**src/hdl/xsks_pkg.sv**
```systemverilog
package xsks_pkg;

  localparam int unsigned WordW = 32;
  localparam int unsigned ByteW = 8;

  typedef logic [WordW-1:0] word_t;
  typedef logic [ByteW-1:0] byte_t;

  localparam word_t SeedX = 32'd123456789;
  localparam word_t SeedY = 32'd362436069;
  localparam word_t SeedZ = 32'd521288629;

  localparam int unsigned ShiftT = 11;
  localparam int unsigned ShiftW = 19;
  localparam int unsigned ShiftTr = 8;

  typedef struct packed {
    word_t x;
    word_t y;
    word_t z;
    word_t w;
  } gen_t;

  // one xorshift128 step
  function automatic gen_t gen_advance(input gen_t g);
    word_t t;
    gen_t  n;
    t   = g.x ^ (g.x << ShiftT);
    n.x = g.y;
    n.y = g.z;
    n.z = g.w;
    n.w = g.w ^ (g.w >> ShiftW) ^ t ^ (t >> ShiftTr);
    return n;
  endfunction

endpackage

```
**src/hdl/xorshift_keystream_byte_xor_top.sv**
```systemverilog
// xorshift128 keystream byte decryptor
// input channel: in_valid/in_stall carry one encrypted byte per word with
//   in_region_start marking the first byte of a region (reseeds the generator)
// result channel: out_valid/out_stall carry one plain byte per input word,
//   in the same order
// config channel: cfg_valid/cfg_ready write key_seed; cfg_ready is always high;
//   the seed is only used at the next region start
// each accepted byte's result is registered (skid register while stalled)
// throughput: one byte per cycle unless stalled; generator step, refill
//   and xor all happen in the accepting cycle, into result or skid register
// a two-entry output stage (result register plus skid register) keeps
//   in_stall registered; input is stalled only when both entries are full
// reset: synchronous, active low; generator returns to its start values with
//   w = 0, pending key word cleared, seed cleared, output stage emptied
// when the receiver stalls the result holds; one more byte is taken into the
//   skid register, then in_stall rises until the receiver drains
module xorshift_keystream_byte_xor_top
  import xsks_pkg::*;
(
  input  logic        clk,
  input  logic        rst_n,
  input  logic        in_valid,
  output logic        in_stall,
  input  logic [7:0]  in_data_byte,
  input  logic        in_region_start,
  output logic        out_valid,
  input  logic        out_stall,
  output logic [7:0]  out_plain_byte,
  input  logic        cfg_valid,
  output logic        cfg_ready,
  input  logic [31:0] cfg_key_seed
);

  word_t seed_r;
  gen_t  gen_r, gen_nxt;
  word_t pend_r, pend_nxt;
  byte_t res_nxt;
  byte_t out_byte_r, skid_byte_r;
  logic  out_valid_r, skid_valid_r;
  logic  in_acc, out_take;
  gen_t  gen_base;
  word_t pend_base;

  assign cfg_ready = 1'b1;
  assign in_stall  = skid_valid_r;
  assign in_acc    = in_valid && !skid_valid_r;
  assign out_take  = out_valid_r && !out_stall;

  assign out_valid      = out_valid_r;
  assign out_plain_byte = out_byte_r;

  always_comb begin
    if (in_region_start) begin
      gen_base  = '{x: SeedX, y: SeedY, z: SeedZ, w: seed_r};
      pend_base = '0;
    end else begin
      gen_base  = gen_r;
      pend_base = pend_r;
    end
    gen_nxt = gen_base;
    if (pend_base == '0) begin
      gen_nxt = gen_advance(gen_base);
      pend_base = gen_nxt.w;
    end
    res_nxt  = in_data_byte ^ pend_base[ByteW-1:0];
    pend_nxt = pend_base >> ByteW;
  end

  always_ff @(posedge clk) begin
    if (!rst_n) begin
      seed_r       <= '0;
      gen_r        <= '{x: SeedX, y: SeedY, z: SeedZ, w: '0};
      pend_r       <= '0;
      out_valid_r  <= 1'b0;
      skid_valid_r <= 1'b0;
    end else begin
      if (cfg_valid) begin
        seed_r <= cfg_key_seed;
      end
      if (in_acc) begin
        gen_r  <= gen_nxt;
        pend_r <= pend_nxt;
      end
      if (!out_valid_r || out_take) begin
        if (skid_valid_r) begin
          out_byte_r   <= skid_byte_r;
          out_valid_r  <= 1'b1;
          skid_valid_r <= 1'b0;
        end else begin
          out_byte_r  <= res_nxt;
          out_valid_r <= in_acc;
        end
      end else if (in_acc) begin
        skid_byte_r  <= res_nxt;
        skid_valid_r <= 1'b1;
      end
    end
  end

endmodule

```
**config.mk**
```make
export PLATFORM = sky130hd
export DESIGN_NAME = xorshift_keystream_byte_xor_top
export DESIGN_NICKNAME = d
export VERILOG_FILES = /design/src/hdl/xsks_pkg.sv /design/src/hdl/xorshift_keystream_byte_xor_top.sv
export SDC_FILE = /design/constraint.sdc
export NUM_CORES = 1
export LEC_CHECK = 0
export BUFFER_PORTS_ARGS = -buffer_cell sky130_fd_sc_hd__buf_4
export CAP_MARGIN = 0
export CORE_MARGIN = 3
export CORE_UTILIZATION = 61
export CTS_CLUSTER_SIZE = 28
export DETAILED_ROUTE_END_ITERATION = 16
export PLACE_DENSITY = 0.8
export RECOVER_POWER = 100
export SLEW_MARGIN = 40
export SYNTH_ARGS = -nofsm -noshare
export SYNTH_HDL_FRONTEND = slang
export SYNTH_SLANG_ARGS = --single-unit
```
**constraint.sdc**
```tcl
create_clock -name clk -period 2.35 [get_ports clk]
set_input_delay 0.235 -clock clk [delete_from_list [all_inputs] [get_ports clk]]
set_output_delay 0.235 -clock clk [all_outputs]
set_load 0.01 [all_outputs]
```
==> metrics.yaml, run 1 <==
grt_max_degree: 78
dieWidth_um: 133
clk_path_buf_depth: 3
slew_violations: 0
setup_viol: 0
syn_nets: 1148
hp-class: "in -> reg"
fin_skew_ps: 14.0
numCtsBuffers: 21
grt_pass1_vias: 8530
holdWs_ps: 12.1
synth-simple-area-share: 0.139
synth_compound_area_frac: 0.211
synth_warnings: 0
min_path_cells: 3
max_freq_ghz: 0.443
clk_latency_ps: 510
cp.arrival_ps: 2660
p_total_w: 0.00858
min_from: "out_stall"
peakVddDrop_mv: 0.662
syn2layout_area_growth_pct: 16.9
drc: 0
start_util: 0.635
antenna_cells: 0
cts_sinks: 202
clk_pin_slew_ps: 60
yosys.cell_types.count: 64
h-tree-depth: 1
ff2ff_setup_slack_ps: 90
synth_area_um2: 9870
ys_ff_latch: 202
finalNetCount: 1204
tns_ps: 0
synth_cells: 1102
drive_above_1_share: 0.127
post_drt_wl_per_cell_um: 21.0
row_count: 45
synthAdderAreaFrac: 0
antenna_found_initial: 0
synth_ff_type: "dfxtp_1"
rsz0062_at_grt: "false"
max_slew_margin: 0.0152
io-pin-count: 57
synth.avg_cell_area_um2: 8.95
multi_input_area_um2: 5140
start_kind: "flop"
min_period_ps: 2260
ff_latch_area_um2: 4200
grtUsageTotal: 0.313
dieHeight_um: 133
status: "complete, no violations"
vias: 9021
dieArea_um2: 17700
async_flop_share: 0
via_per_inst: 6.52
worstReg2RegEnd: "gen_r[1]$_SDFFE_PN0P_"
hold_viol: 0
cp-end-kind: "flop"
cts_root_buf: "clkbuf_16"
synth_edf_count: 16
worstPathMaxFanout: 18
p_per_area_nw_per_um2: 744
synth_xor_area_frac: 0.103
nFillCells: 1113
cts_tree: "built"
muxShareOfSynthArea: 0.0658
post-route-period-util: 0.961
min_to: "out_valid$_SDFFE_PN0N_"
core_um2: 15500
synth_seq_area_share: 0.426
first_iter_violations: 912
grt_first_pass_wirelength_um: 45700
synth_top_family_by_area: "compound AO/OA/AOI/OAI gates"
drt_pass1_iterations: 5
grt_remaining_overflow: 0
wirelength_um: 29100
worstSetupPathType: "reg -> reg"
final_core_util: 0.742
critPathRequiredTime_ps: 2750
hpwl_um: 17900
p_leak_nw: 4.32
tightestPinTransition_ps: 1480
port_buffers: 55
rr_startpoint: "pend_r[4]$_SDFFE_PN0P_"
maxCapViolations: 0
reg2reg_depth: 7
place_congestion: 0.942
ant_nets: 0
==> through the flow <==
stage	worst slack [ps]	std cells	area (um2)
2_1_floorplan	501	1102	9870
4_1_cts	86.9	1380	11600
3_3_place_gp	165	1312	10600
6_report	90.7	1383	11500
3_5_place_dp	94.7	1312	10600
5_1_grt	16.6	1383	11500
==> state kept, by name, indices dropped and copies added, names as in the netlist <==
name            flops
gen_r             128
in_stall            1
out_plain_byte      8
out_valid           1
pend_r             24
seed_r             32
skid_byte_r         8
==> worst max path at each step <==
| stage | startpoint | endpoint | slack [ps] | depth (start not counted) |
|---|---|---|---|---|
| 6_report | pend_r[4]$_SDFFE_PN0P_ | gen_r[1]$_SDFFE_PN0P_ | 90 | 7 |
| 5_1_grt | pend_r[4]$_SDFFE_PN0P_ | gen_r[16]$_SDFFE_PN0P_ | 20 | 7 |
| 4_1_cts | pend_r[11]$_SDFFE_PN0P_ | out_plain_byte[6]$_DFFE_PP_ | 90 | 6 |
| 3_5_place_dp | pend_r[11]$_SDFFE_PN0P_ | out_plain_byte[6]$_DFFE_PP_ | 90 | 6 |
| 3_3_place_gp | pend_r[11]$_SDFFE_PN0P_ | out_plain_byte[0]$_DFFE_PP_ | 170 | 6 |
| 2_1_floorplan | pend_r[17]$_SDFFE_PN0P_ | out_plain_byte[4]$_DFFE_PP_ | 500 | 6 |
==> power breakdown <==
group / switching (W) / total [W] / leakage [nW] / internal [W]
clock: 0.00138 / 0.00328 / 0.339 / 0.00190
sequential: 0.000170 / 0.00386 / 1.68 / 0.00369
combinational: 0.000835 / 0.00144 / 2.30 / 0.000606
total: 0.00239 / 0.00858 / 4.32 / 0.00619
==> cells in the mapped netlist (16+ instances only) <==
master / instances / area share
mux2i_1: 59 / 0.060
nor3_1: 20 / 0.010
o21ai_0: 109 / 0.055
o311ai_0: 16 / 0.014
nand2_1: 59 / 0.022
nand3_1: 34 / 0.017
xnor2_1: 56 / 0.050
dfxtp_1: 186 / 0.38
a211oi_1: 18 / 0.014
nor2_1: 72 / 0.027
nor4_1: 45 / 0.029
clkbuf_1: 70 / 0.027
a21oi_1: 104 / 0.053
edfxtp_1: 16 / 0.049
nand4_1: 28 / 0.018
o211ai_1: 16 / 0.012
xor2_1: 30 / 0.027
==> per-layer routing <==
layer,share of wire,vias to the layer above,track usage
li1,-,4154,-
met1,0.42,4355,0.427
met2,0.46,421,0.508
met4,0.042,0,0.123
met3,0.075,91,0.0408
met5,0,-,0
==> layout by cell type (no fill, tap or decap), drive strengths merged, types with 28 or more instances in the layout <==
cell,n
xnor2,58
dfxtp,186
nand4,28
buf,88
dlygate4sd3,31
xor2,30
mux2i,60
clkbuf,53
nand3,34
o21ai,110
a21oi,104
nand2,60
nor4,45
nor2,72
==> critical path: stages (launching register included) <==
cell	delay, ps
dfxtp_1	360
nor4_1	280
nand2_1	210
buf_4	230
o21ai_4	240
clkbuf_2	410
a21boi_0	210
o21a_1	210
==> repair_timing <==
item,in CTS,in global routing
gates resized for setup,0,5
hold endpoints to repair,31,0
buffers inserted,0,2
hold buffers,31,0
endpoints found under the setup margin,0,18
==> logic make-up after synthesis <==
logic type | Yosys count
compound gates | 336
xor+xnor | 98
other cells | 1
simple gates | 279
flops | 202
buf+inv | 122
mux | 64
==> final cells by class <==
class / count / area share
tap: 211 / 0.0229
inverter: 15 / 0.00499
clock inverter: 5 / 0.00250
multi-input combinational: 778 / 0.445
clock buffer: 32 / 0.0562
timing repair buffer: 140 / 0.104
sequential: 202 / 0.365
Power figures use the tool's default switching activity.
==> inputs of run 2 (changes only) <==
==> constraint.sdc (replaced) <==
create_clock -name clk -period 2.35 [get_ports clk]
set_input_delay 0.5875 -clock clk [delete_from_list [all_inputs] [get_ports clk]]
set_output_delay 0.5875 -clock clk [all_outputs]
set_load 0.01 [all_outputs]
==> metrics.yaml, run 2 (same netlist as run 1, synthesis figures left out) <==
status: "complete, no violations"
numCtsBuffers: 21
drive_above_1_share: 0.145
cts_sinks: 202
cts_tree: "built"
io-pin-count: 57
min_period_ps: 2240
cts_root_buf: "clkbuf_16"
syn2layout_area_growth_pct: 14.6
first_iter_violations: 946
vias: 8891
max_slew_margin: 0.140
largest_reg_flops: 128
tightestPinTransition_ps: 1290
slew_violations: 0
peakVddDrop_mv: 0.587
grtUsageTotal: 0.307
worstSetupPathType: "reg -> reg"
clk_latency_ps: 510
critPathRequiredTime_ps: 2760
drt_pass1_iterations: 6
dpl_cell_area_um2: 10600
hold_viol: 0
via_per_inst: 6.53
final_cells: 1361
core_um2: 15500
h-tree-depth: 1
row_count: 45
final_cell_mix: "dfxtp_1, o21ai_0, a21oi_1"
antenna_cells: 0
grt_first_pass_wirelength_um: 45000
rr_startpoint: "pend_r[17]$_SDFFE_PN0P_"
tns_ps: 0
fin_skew_ps: 10.6
cp.arrival_ps: 2650
ff2ff_setup_slack_ps: 110
setup_viol: 0
worstPathMaxFanout: 25
hpwl_um: 18200
p_leak_nw: 4.24
final_common_cell: "dfxtp_1"
dp_cells: 1324
min_from: "cfg_key_seed[12]"
start_kind: "flop"
dieHeight_um: 133
largest-register: "gen_r"
place_congestion: 0.909
reg.largest.list: "gen_r: 128 flops, seed_r: 32 flops, pend_r: 24 flops"
drc: 0
post_drt_wl_per_cell_um: 20.6
wirelength_um: 28000
p_per_area_nw_per_um2: 750
grt_remaining_overflow: 0
ant_nets: 0
startpoint: "pend_r[17]$_SDFFE_PN0P_"
clk_path_buf_depth: 3
dieWidth_um: 133
grt_pass1_vias: 8381
port_buffers: 55
clk_pin_slew_ps: 60
post-route-period-util: 0.952
max_freq_ghz: 0.447
final_area_um2: 11300
finalNetCount: 1184
p_total_w: 0.00847
cp-end-kind: "flop"
maxCapViolations: 0
dieArea_um2: 17700
start_util: 0.635
hp-class: "in -> reg"
antenna_found_initial: 0
grt_max_degree: 104
==> run 2: cell types whose count changed in the layout (fill, tap and decap cells not counted), sizes merged <==
cell         previous run  this run
buf                    88       106
clkbuf                 53        45
clkinvlp                1         0
bufinv                  0         1
dlygate4sd3            31         0
clkinv                  4         3
==> run 2: per-layer routing <==
layer | GRT usage | part of all wire
met2 | 0.491 | 0.46
met3 | 0.0468 | 0.080
met1 | 0.426 | 0.42
met5 | 0 | 0
met4 | 0.105 | 0.036
==> run 2: critical path, stage by stage, from the launching register on <==
cell	delay (ps)
dfxtp_1	340
nor4_1	340
nand4_1	310
buf_4	250
o21ai_4	240
buf_4	190
clkbuf_16	200
nand4_1	110
a21oi_1	160
==> run 2: power by group <==
part | internal (W) | switching, W
Clock | 0.00188 | 0.00134
Combinational | 0.000584 | 0.000808
Sequential | 0.00369 | 0.000175
Total | 0.00615 | 0.00232
==> run 2: cell type report <==
type,instances,area [um2]
clock buffer,31,603
clock inverter,4,48.8
sequential,202,4200
inverter,15,57.6
timing repair buffer,120,950
fill,1221,4240
tap,211,264
multi-input combinational,778,5180
==> run 2: metrics by stage <==
stage / hold slack (ps) / utilization / worst slack [ps]
3_5_place_dp: 452 / 0.685 / 12.9
4_1_cts: 312 / 0.726 / 1.42
6_report: 318 / 0.727 / 113
2_1_floorplan: 435 / - / 333
5_1_grt: 326 / 0.727 / -32.8
3_3_place_gp: 446 / 0.685 / 33.5
==> run 2: final timing paths <==
check / endpoint / depth (start not counted)
worst min-delay path: seed_r[12]$_SDFFE_PN0P_ / 3
worst min register to register: gen_r[75]$_SDFFE_PN0P_ / 2
worst max register to register: gen_r[65]$_SDFFE_PN0P_ / 8
worst max-delay path: gen_r[65]$_SDFFE_PN0P_ / 8
==> run 2: what timing repair did <==
action	4_1_cts	5_1_grt
resized for setup	0	9
endpoints found under the setup margin	0	12
endpoints found under the hold margin	0	0
buffers inserted	0	1
hold buffers	0	0
